--- src/sv/pls_pkg.sv ---
// Shared types, constants and helper functions for the parabolic line search.
`timescale 1ns / 1ps
package pls_pkg;

    localparam int VALUE_BITS_DEF    = 48;
    localparam int FRACTION_BITS_DEF = 24;
    localparam int CFG_BITS          = 47;
    localparam int CFG_ADDR_BITS     = 5;

    localparam logic [CFG_BITS-1:0] BRACKET_TOL_RESET = 47'd1678;
    localparam logic [CFG_BITS-1:0] CURV_TOL_RESET    = 47'd0;
    localparam logic [CFG_BITS-1:0] FLAT_THR_RESET    = 47'd1;

    // Register byte addresses (47-bit registers on 64-bit data, 8 bytes apart)
    localparam logic [CFG_ADDR_BITS-1:0] ADDR_BRACKET_TOL = 5'd0;
    localparam logic [CFG_ADDR_BITS-1:0] ADDR_CURV_TOL    = 5'd8;
    localparam logic [CFG_ADDR_BITS-1:0] ADDR_FLAT_THR    = 5'd16;

    // Result codes
    localparam logic [1:0] RK_EVAL    = 2'd0;
    localparam logic [1:0] RK_DONE    = 2'd1;
    localparam logic [1:0] RK_IGNORED = 2'd2;

    // Search phase
    typedef enum logic [2:0] {
        PH_IDLE   = 3'd0,
        PH_MID    = 3'd1,
        PH_LEFT   = 3'd2,
        PH_RIGHT  = 3'd3,
        PH_CAND   = 3'd4,
        PH_BISECT = 3'd5
    } phase_t;

    // Controller state
    typedef enum logic [3:0] {
        ST_IDLE,
        ST_DISPATCH,
        ST_DEN,
        ST_DEN_CHECK,
        ST_NUM,
        ST_DIV_START,
        ST_DIV_WAIT,
        ST_VERTEX,
        ST_OUT
    } ctrl_state_t;

    // Datapath commands
    typedef enum logic [3:0] {
        OP_NONE,
        OP_START,
        OP_LOAD_MID,
        OP_LOAD_LEFT,
        OP_LOAD_RIGHT,
        OP_CANDIDATE,
        OP_LOAD_BISECT,
        OP_DEN,
        OP_NUM,
        OP_DIV,
        OP_VERTEX,
        OP_IGNORE,
        OP_DONE
    } dp_op_t;

    // Datapath command bundle
    typedef struct packed {
        dp_op_t op;
        logic   seq_go;
    } dp_cmd_t;

    // Datapath status bundle
    typedef struct packed {
        logic seq_busy;
        logic stop;
        logic bisect;
    } dp_stat_t;

endpackage

--- src/sv/pls_ctrl.sv ---
// Controller state machine: phase tracking, step sequencing and handshakes.
`timescale 1ns / 1ps
module pls_ctrl (
    input  logic                clk,
    input  logic                rst_n,
    input  logic                in_valid,
    output logic                in_stall,
    input  logic                in_kind,
    output logic                out_valid,
    input  logic                out_stall,
    output pls_pkg::dp_cmd_t    cmd,
    input  pls_pkg::dp_stat_t   stat
);

    pls_pkg::ctrl_state_t st_reg, st_next;
    pls_pkg::phase_t      ph_reg, ph_next;
    logic                 ov_reg, ov_next;
    logic                 accept;

    assign in_stall = (st_reg != pls_pkg::ST_IDLE) || (ov_reg && out_stall);
    assign accept   = in_valid && !in_stall;

    always_ff @(posedge clk or negedge rst_n)
    begin
        if (!rst_n)
        begin
            st_reg   <= pls_pkg::ST_IDLE;
            ph_reg   <= pls_pkg::PH_IDLE;
            ov_reg   <= 1'b0;
        end
        else
        begin
            st_reg   <= st_next;
            ph_reg   <= ph_next;
            ov_reg   <= ov_next;
        end
    end

    always_comb
    begin
        st_next    = st_reg;
        ph_next    = ph_reg;
        ov_next    = ov_reg && out_stall;
        cmd.op     = pls_pkg::OP_NONE;
        cmd.seq_go = 1'b0;
        case (st_reg)
            pls_pkg::ST_IDLE:
                if (accept)
                begin
                    if (!in_kind)
                    begin
                        cmd.op  = pls_pkg::OP_START;
                        ph_next = pls_pkg::PH_MID;
                        ov_next = 1'b1;
                    end
                    else
                        case (ph_reg)
                            pls_pkg::PH_MID:
                            begin
                                cmd.op = pls_pkg::OP_LOAD_MID;
                                ph_next = pls_pkg::PH_LEFT;
                                ov_next = 1'b1;
                            end
                            pls_pkg::PH_LEFT:
                            begin
                                cmd.op = pls_pkg::OP_LOAD_LEFT;
                                ph_next = pls_pkg::PH_RIGHT;
                                ov_next = 1'b1;
                            end
                            pls_pkg::PH_RIGHT:
                            begin
                                cmd.op = pls_pkg::OP_LOAD_RIGHT;
                                st_next = pls_pkg::ST_DEN;
                            end
                            pls_pkg::PH_CAND:
                            begin
                                cmd.op = pls_pkg::OP_CANDIDATE;
                                st_next = pls_pkg::ST_DISPATCH;
                            end
                            pls_pkg::PH_BISECT:
                            begin
                                cmd.op = pls_pkg::OP_LOAD_BISECT;
                                st_next = pls_pkg::ST_DEN;
                            end
                            default:
                            begin
                                cmd.op = pls_pkg::OP_IGNORE;
                                ph_next = pls_pkg::PH_IDLE;
                                ov_next = 1'b1;
                            end
                        endcase
                end
            // After a candidate answer: bisect request or a fresh iteration
            pls_pkg::ST_DISPATCH:
                if (stat.bisect)
                begin
                    ph_next = pls_pkg::PH_BISECT;
                    ov_next = 1'b1;
                    st_next = pls_pkg::ST_IDLE;
                end
                else
                    st_next = pls_pkg::ST_DEN;
            pls_pkg::ST_DEN:
            begin
                cmd.op = pls_pkg::OP_DEN;
                cmd.seq_go = 1'b1;
                st_next = pls_pkg::ST_DEN_CHECK;
            end
            pls_pkg::ST_DEN_CHECK:
                if (!stat.seq_busy)
                begin
                    cmd.op = pls_pkg::OP_DEN;
                    st_next = pls_pkg::ST_NUM;
                end
            pls_pkg::ST_NUM:
                if (stat.stop)
                begin
                    cmd.op = pls_pkg::OP_DONE;
                    ph_next = pls_pkg::PH_IDLE;
                    ov_next = 1'b1;
                    st_next = pls_pkg::ST_IDLE;
                end
                else
                begin
                    cmd.op = pls_pkg::OP_NUM;
                    cmd.seq_go = 1'b1;
                    st_next = pls_pkg::ST_DIV_START;
                end
            pls_pkg::ST_DIV_START:
                if (!stat.seq_busy)
                begin
                    cmd.op = pls_pkg::OP_NUM;
                    st_next = pls_pkg::ST_DIV_WAIT;
                end
            pls_pkg::ST_DIV_WAIT:
            begin
                cmd.op = pls_pkg::OP_DIV;
                cmd.seq_go = 1'b1;
                st_next = pls_pkg::ST_VERTEX;
            end
            pls_pkg::ST_VERTEX:
                if (!stat.seq_busy)
                begin
                    cmd.op = pls_pkg::OP_VERTEX;
                    ph_next = pls_pkg::PH_CAND;
                    ov_next = 1'b1;
                    st_next = pls_pkg::ST_IDLE;
                end
            default: st_next = pls_pkg::ST_IDLE;
        endcase
    end

    assign out_valid = ov_reg;

    // Only one transaction in flight
    a_busy_no_accept: assert property (@(posedge clk) disable iff (!rst_n)
        (st_reg != pls_pkg::ST_IDLE) |-> !accept)
        else $error("input accepted while a step is in progress");
    a_result_on_idle: assert property (@(posedge clk) disable iff (!rst_n)
        (ov_next && !ov_reg) |-> (st_next == pls_pkg::ST_IDLE))
        else $error("result raised while the controller stays busy");
    a_hold_result: assert property (@(posedge clk) disable iff (!rst_n)
        (ov_reg && out_stall) |=> ov_reg)
        else $error("stalled result dropped");

endmodule

--- config.mk ---
export PLATFORM = sky130hd
export DESIGN_NAME = pls_ctrl
export DESIGN_NICKNAME = d
export VERILOG_FILES = /design/src/sv/pls_pkg.sv /design/src/sv/pls_ctrl.sv
export SDC_FILE = /design/constraint.sdc
export NUM_CORES = 1
export LEC_CHECK = 0
export ABC_AREA = 0
export BUFFER_PORTS_ARGS = -buffer_cell sky130_fd_sc_hd__buf_2
export CORE_MARGIN = 4
export CORE_UTILIZATION = 46
export DETAILED_ROUTE_END_ITERATION = 6
export GPL_TIMING_DRIVEN = 0
export PLACE_DENSITY_LB_ADDON = 0.3
export SYNTH_ARGS = -nofsm -noshare
export SYNTH_HDL_FRONTEND = slang
export SYNTH_SLANG_ARGS = --single-unit
export TNS_END_PERCENT = 5
--- constraint.sdc ---
create_clock -name clk -period 1.85 [get_ports clk]
set_clock_uncertainty 0.2 [all_clocks]
set_input_delay 0.2775 -clock clk [delete_from_list [all_inputs] [get_ports clk]]
set_output_delay 0.2775 -clock clk [all_outputs]
set_load 0.02 [all_outputs]
# [Word level (Yosys, flattened, before mapping)]
# Index checks and enable logic that the tools add are counted.
[classes] n_div=0 muxes=33 addsub=0 magnitude_cmp=0 n_eq_ne=21 reduce_logical=12 multipliers=0 shifts=0 n_bitwise=0
[ops] op="4-bit 2-to-1 mux" count=9
[ops] op="4-bit case mux with 8 select lines" count=1
[ops] op="4-bit case mux with 7 select lines" count=1
[ops] op="3-bit 2-to-1 mux" count=8
[ops] op="4-bit case mux with 5 select lines" count=1
[ops] op="4-bit by 3-bit == test with 1-bit output, second input constant" count=4
[ops] op="2-bit != test, second input constant" count=7
[ops] op="3-bit case mux with 4 select lines" count=1
[ops] op="6-bit AND reduction" count=2
[ops] op="3-bit case mux with 3 select lines" count=1
[ops] op="4-bit by 2-bit == test with 1-bit output, second input constant" count=2
[ops] op="4-bit case mux with 2 select lines" count=1
[ops] op="4-bit nonzero test" count=2
[ops] op="1-bit 2-to-1 mux" count=7
[ops] op="3-bit by 2-bit == test with 1-bit output, second input constant" count=2
[ops] op="3-bit == test, second input constant" count=2
[ops] op="4-bit by 1-bit == test with 1-bit output, second input constant" count=1
[ops] op="4-bit zero test" count=1
[ops] op="1-bit case mux with 4 select lines" count=1
[ops] op="2-bit OR reduction" count=2
[ops] op="3-bit by 1-bit == test with 1-bit output, second input constant" count=1
[ops] op="3-bit by 2-bit != test with 1-bit output, second input constant" count=1
[ops] op="3-bit != test, second input constant" count=1
[ops] op="3-bit OR reduction" count=1
[ops] op="other kinds (5)" count=6
[word_totals] ramBits=0 memories=0 in_bits=8 mem_bits_ro=0 register_bits=8 output_inout_bits=7 latch_bits=0 word_cells=69

# [Logic depth before layout (Yosys ltp)]
[depth] word_depth=6 depth_mapped=6

# [Worst setup path after synthesis]
# No wires, ideal clock.
[synth_timing] path_kind="flip-flop to flip-flop" from="register st_reg[0]" to="register ph_reg[0]" required_time_ns=1.531 path_buffers=0 path_slack_ns=-0.038 synth_period_minus_slack_ns=1.888 path_stages_with_launch=6 t_arrival_ns=1.569 cell_sequence="dfrtp_1 nor3_4 and3_4 a21boi_2 or4_1 o21a_1"
[synth_via] elab_chain_cells=6
[synth_rtl] element="from (decl)" line_no="pls_ctrl.sv:15" rtl="pls_pkg::ctrl_state_t st_reg, st_next;"
[synth_rtl] element="from (signal assigned)" line_no="pls_ctrl.sv:27" rtl="st_reg <= pls_pkg::ST_IDLE;"
[synth_rtl] element="from (signal assigned)" line_no="pls_ctrl.sv:33" rtl="st_reg <= st_next;"
[synth_rtl] element="4-bit nonzero test" line_no="pls_ctrl.sv:20" rtl="assign in_stall = (st_reg != pls_pkg::ST_IDLE) || (ov_reg && out_stall);"
[synth_rtl] element="1-bit logical OR" line_no="pls_ctrl.sv:20"
[synth_rtl] element="1-bit zero test" line_no="pls_ctrl.sv:21" rtl="assign accept = in_valid && !in_stall;"
[synth_rtl] element="1-bit logical AND" line_no="pls_ctrl.sv:21"
[synth_rtl] element="2-bit != test (no line)"
[synth_rtl] element="6-bit AND reduction (no line)"
[synth_rtl] element="to (signal assigned)" line_no="pls_ctrl.sv:28" rtl="ph_reg <= pls_pkg::PH_IDLE;"
[synth_rtl] element="to (signal assigned)" line_no="pls_ctrl.sv:34" rtl="ph_reg <= ph_next;"
[synth_rtl] element="to (decl)" line_no="pls_ctrl.sv:16" rtl="pls_pkg::phase_t ph_reg, ph_next;"
# Several ways; a longest one is shown, not always the timed one.
# A chain may end at the register's enable or synchronous reset.

==> summary.txt <==
Status
  – Status: finished with violations
  – Failing checks: setup timing

Clocking
  – Clock root buffer: clkbuf_4
  – TritonCTS clock tree: yes
  – # H-tree levels: 1
  – CTS buffer count: 3
  – Clk sink count: 7
  – Worst skew pair latency: 260 ps
  – Clk pin slew, worst setup/hold paths: 60 ps
  – Clk buf depth: 2

Route
  – Iteration-0 DRC Markers: 16
  – Routed WL: 1.91 mm
  – Number of vias per cell: 5.86
  – Post-route DRC: 0
  – Drt first pass iters: 4
  – Post-route ant nets: 0
  – Vias: 732
  – Drt wl/cell: 15.2 um

Yosys
  – Synth Register Bits: 7
  – Top cells by area, synth: dfrtp_1 (27%), a21oi_1 (7.0%), nand2b_1 (6.8%)
  – Post-synth EDFFs: 0
  – Synth Instances: 85
  – Synth top area share: 0.272
  – Ys Warns: 0
  – Register area share after synthesis: 0.272
  – Syn Area/Cell: 7.58 um2
  – Main synth FF type: dfrtp_1
  – Top cell type by total area after synthesis: dfrtp_1
  – Post-synth net total: 93
  – Ys async rst share: 1.00
  – Synth Cell Area: 644 um2
  – Library cells used by synthesis: 33

Global route
  – Initial antenna violation count: 0
  – Largest net degree at the start of global routing: 11
  – First-pass GRT wire length: 3.04 mm
  – Gr ovfl total: 0
  – Total track usage: 0.209
  – Vias in the first global route: 675

Worst setup path
  – Family with the most delay on the worst path: flip-flops
  – Type of origin of the critical path: flop
  – Crit-path cells: buf_4, nand2b_1, nand2b_1, o211ai_1, buf_4
  – Flop2flop setup slack: -120 ps
  – Worst Path Max Fanout: 4
  – WP buf/inv: 2
  – Data arrival, critical path: 1540 ps
  – Crit-path slowest cell: dfrtp_2
  – WP data required: 1370 ps
  – Critical path endpoint category: primary output
  – Critical path depth in cells: 5
  – Setup crit end: cmd[3]
  – Worst setup path startpoint: st_reg[0]
  – Setup CP Type: reg2out
  – Critical R2R Launch: st_reg[1]
  – Crit-path max cell delay: 440 ps
  – Cells on worst reg2reg path: 6
  – R2r endpoint: ph_reg[0]

Placed design
  – Placed Cells: 114
  – Pre-CTS setup slack: -168 ps
  – GPL Wtd Cong: 0.869
  – HPWL Detailed: 1.22 mm
  – Post-DP Area: 733 um2
  – Port bufs: 14

Timing
  – Fmax: 0.497 GHz
  – Final Hold Viols: 0
  – Final Setup Violations: 6
  – Final Cycle Share: 1.09
  – Unrepaired setup endpoints after global routing: true
  – Pin slew with the least headroom to its limit: 406 ps
  – Setup WS post-layout: -164 ps
  – Post-layout minimum cycle time: 2010 ps
  – Slew headroom: 0.726
  – Max Slew Vio Count: 0
  – Final setup TNS: -723 ps

Floorplanning
  – Num rows: 13
  – Die X: 45.4 um
  – Die Y: 45.4 um
  – Overall die area: 2060 um2
  – Initial Utilization: 0.489
  – Core Area: 1320 um2
  – Boundary Pins: 15

Flow run
  – Max-capacitance violation count: 0

Finish
  – Share of cells above drive strength 1: 0.382
  – Synthesis-to-finish area growth: 40.6%
  – Nets: 119
  – Final instance area: 906 um2
  – Final std cells w/o fill: 125
  – N_diodes: 0

Power
  – Pleak: 0.408 nW
  – Maximum VDD drop: 0.750 mV
  – Power Dens Cells: 1080 nW/um2
  – Power, Total: 0.000982 W

Worst hold path
  – HP Class: in2reg
  – Worst hold start: out_stall
==> layout by cell type (no fill, tap or decap), types with 3 or more instances in the layout <==
cell / instances
buf_4: 10
nand2_1: 9
buf_2: 9
a21oi_1: 7
nor2b_1: 6
nor2_1: 6
nand2b_1: 6
dfrtp_2: 4
nand3_1: 3
o21ai_0: 3
clkbuf_4: 3
dfrtp_1: 3
==> metrics by stage <==
stage / hold WS [ps] / utilization
after floorplan: -218 / -
final: 81.9 / 0.688
after global routing: 111 / 0.688
after detailed placement: -82.2 / 0.557
after CTS: 76.5 / 0.640
after global placement: -86.9 / 0.557
==> metal layers <==
metal / GRT usage / vias to the layer above / wire (um)
met1: 0.234 / 336 / 767
met5: 0 / - / 0
met4: 0.0819 / 0 / 49
met3: 0.0909 / 6 / 102
met2: 0.345 / 26 / 985
li1: - / 364 / -
==> worst min-delay path, cell delays in order <==
cell     delay (ps)
buf_2            70
nand2_1          70
nand4_1          80
==> cell type report <==
cell class / instances / area [um2]
multi-input combinational: 73 / 490
inverter: 1 / 3.75
clock buffer: 4 / 26.3
timing repair buffer: 21 / 141
tap: 15 / 18.8
buffer: 4 / 45.0
fill: 109 / 412
sequential: 7 / 180
==> synth_stat cells (2+ instances only) <==
library cell and count:
nand2_1 9, o21ai_0 5, a22o_1 2, a31oi_1 2
a21oi_1 9, a2111oi_0 2, nand2b_1 7, o21ai_1 2
nor2b_1 6, o31a_1 2, nand3_1 3, clkbuf_1 3
nor3_1 2, dfrtp_1 7, nor2_1 6
==> how the worst min path moves through the flow <==
stage	endpoint	cells past startpoint	slack, ps
6_report	out_valid	3	80
5_1_grt	out_valid	3	110
4_1_cts	out_valid	3	80
3_5_place_dp	ph_reg[1]	1	-80
3_3_place_gp	ph_reg[0]	1	-90
2_1_floorplan	out_valid	0	-220
==> power breakdown <==
part	switching (W)	internal [W]	leakage (nW)
Sequential	0.0000588	0.000201	0.0850
Combinational	0.000301	0.000279	0.308
Clock	0.0000597	0.0000826	0.0150
Total	0.000420	0.000562	0.408
==> cells by family after synthesis <==
group / count (synthesis) / synth area share
buffers and inverters: 5 / 0.0408
and+or+nand+nor: 42 / 0.373
AOI/OAI and AO/OA: 30 / 0.301
DFF: 7 / 0.272
xor gates and xnor gates: 1 / 0.0136
==> what timing repair did <==
item | 4_1_cts | 5_1_grt
pin swaps | 4 | 4
buffers inserted | 2 | 4
hold endpoints to repair | 7 | 0
hold buffers | 1 | 0
resized for setup | 20 | 9
gates cloned | 0 | 0
setup endpoints to repair | 6 | 7
No activity file was read; power rests on OpenSTA's default activity.
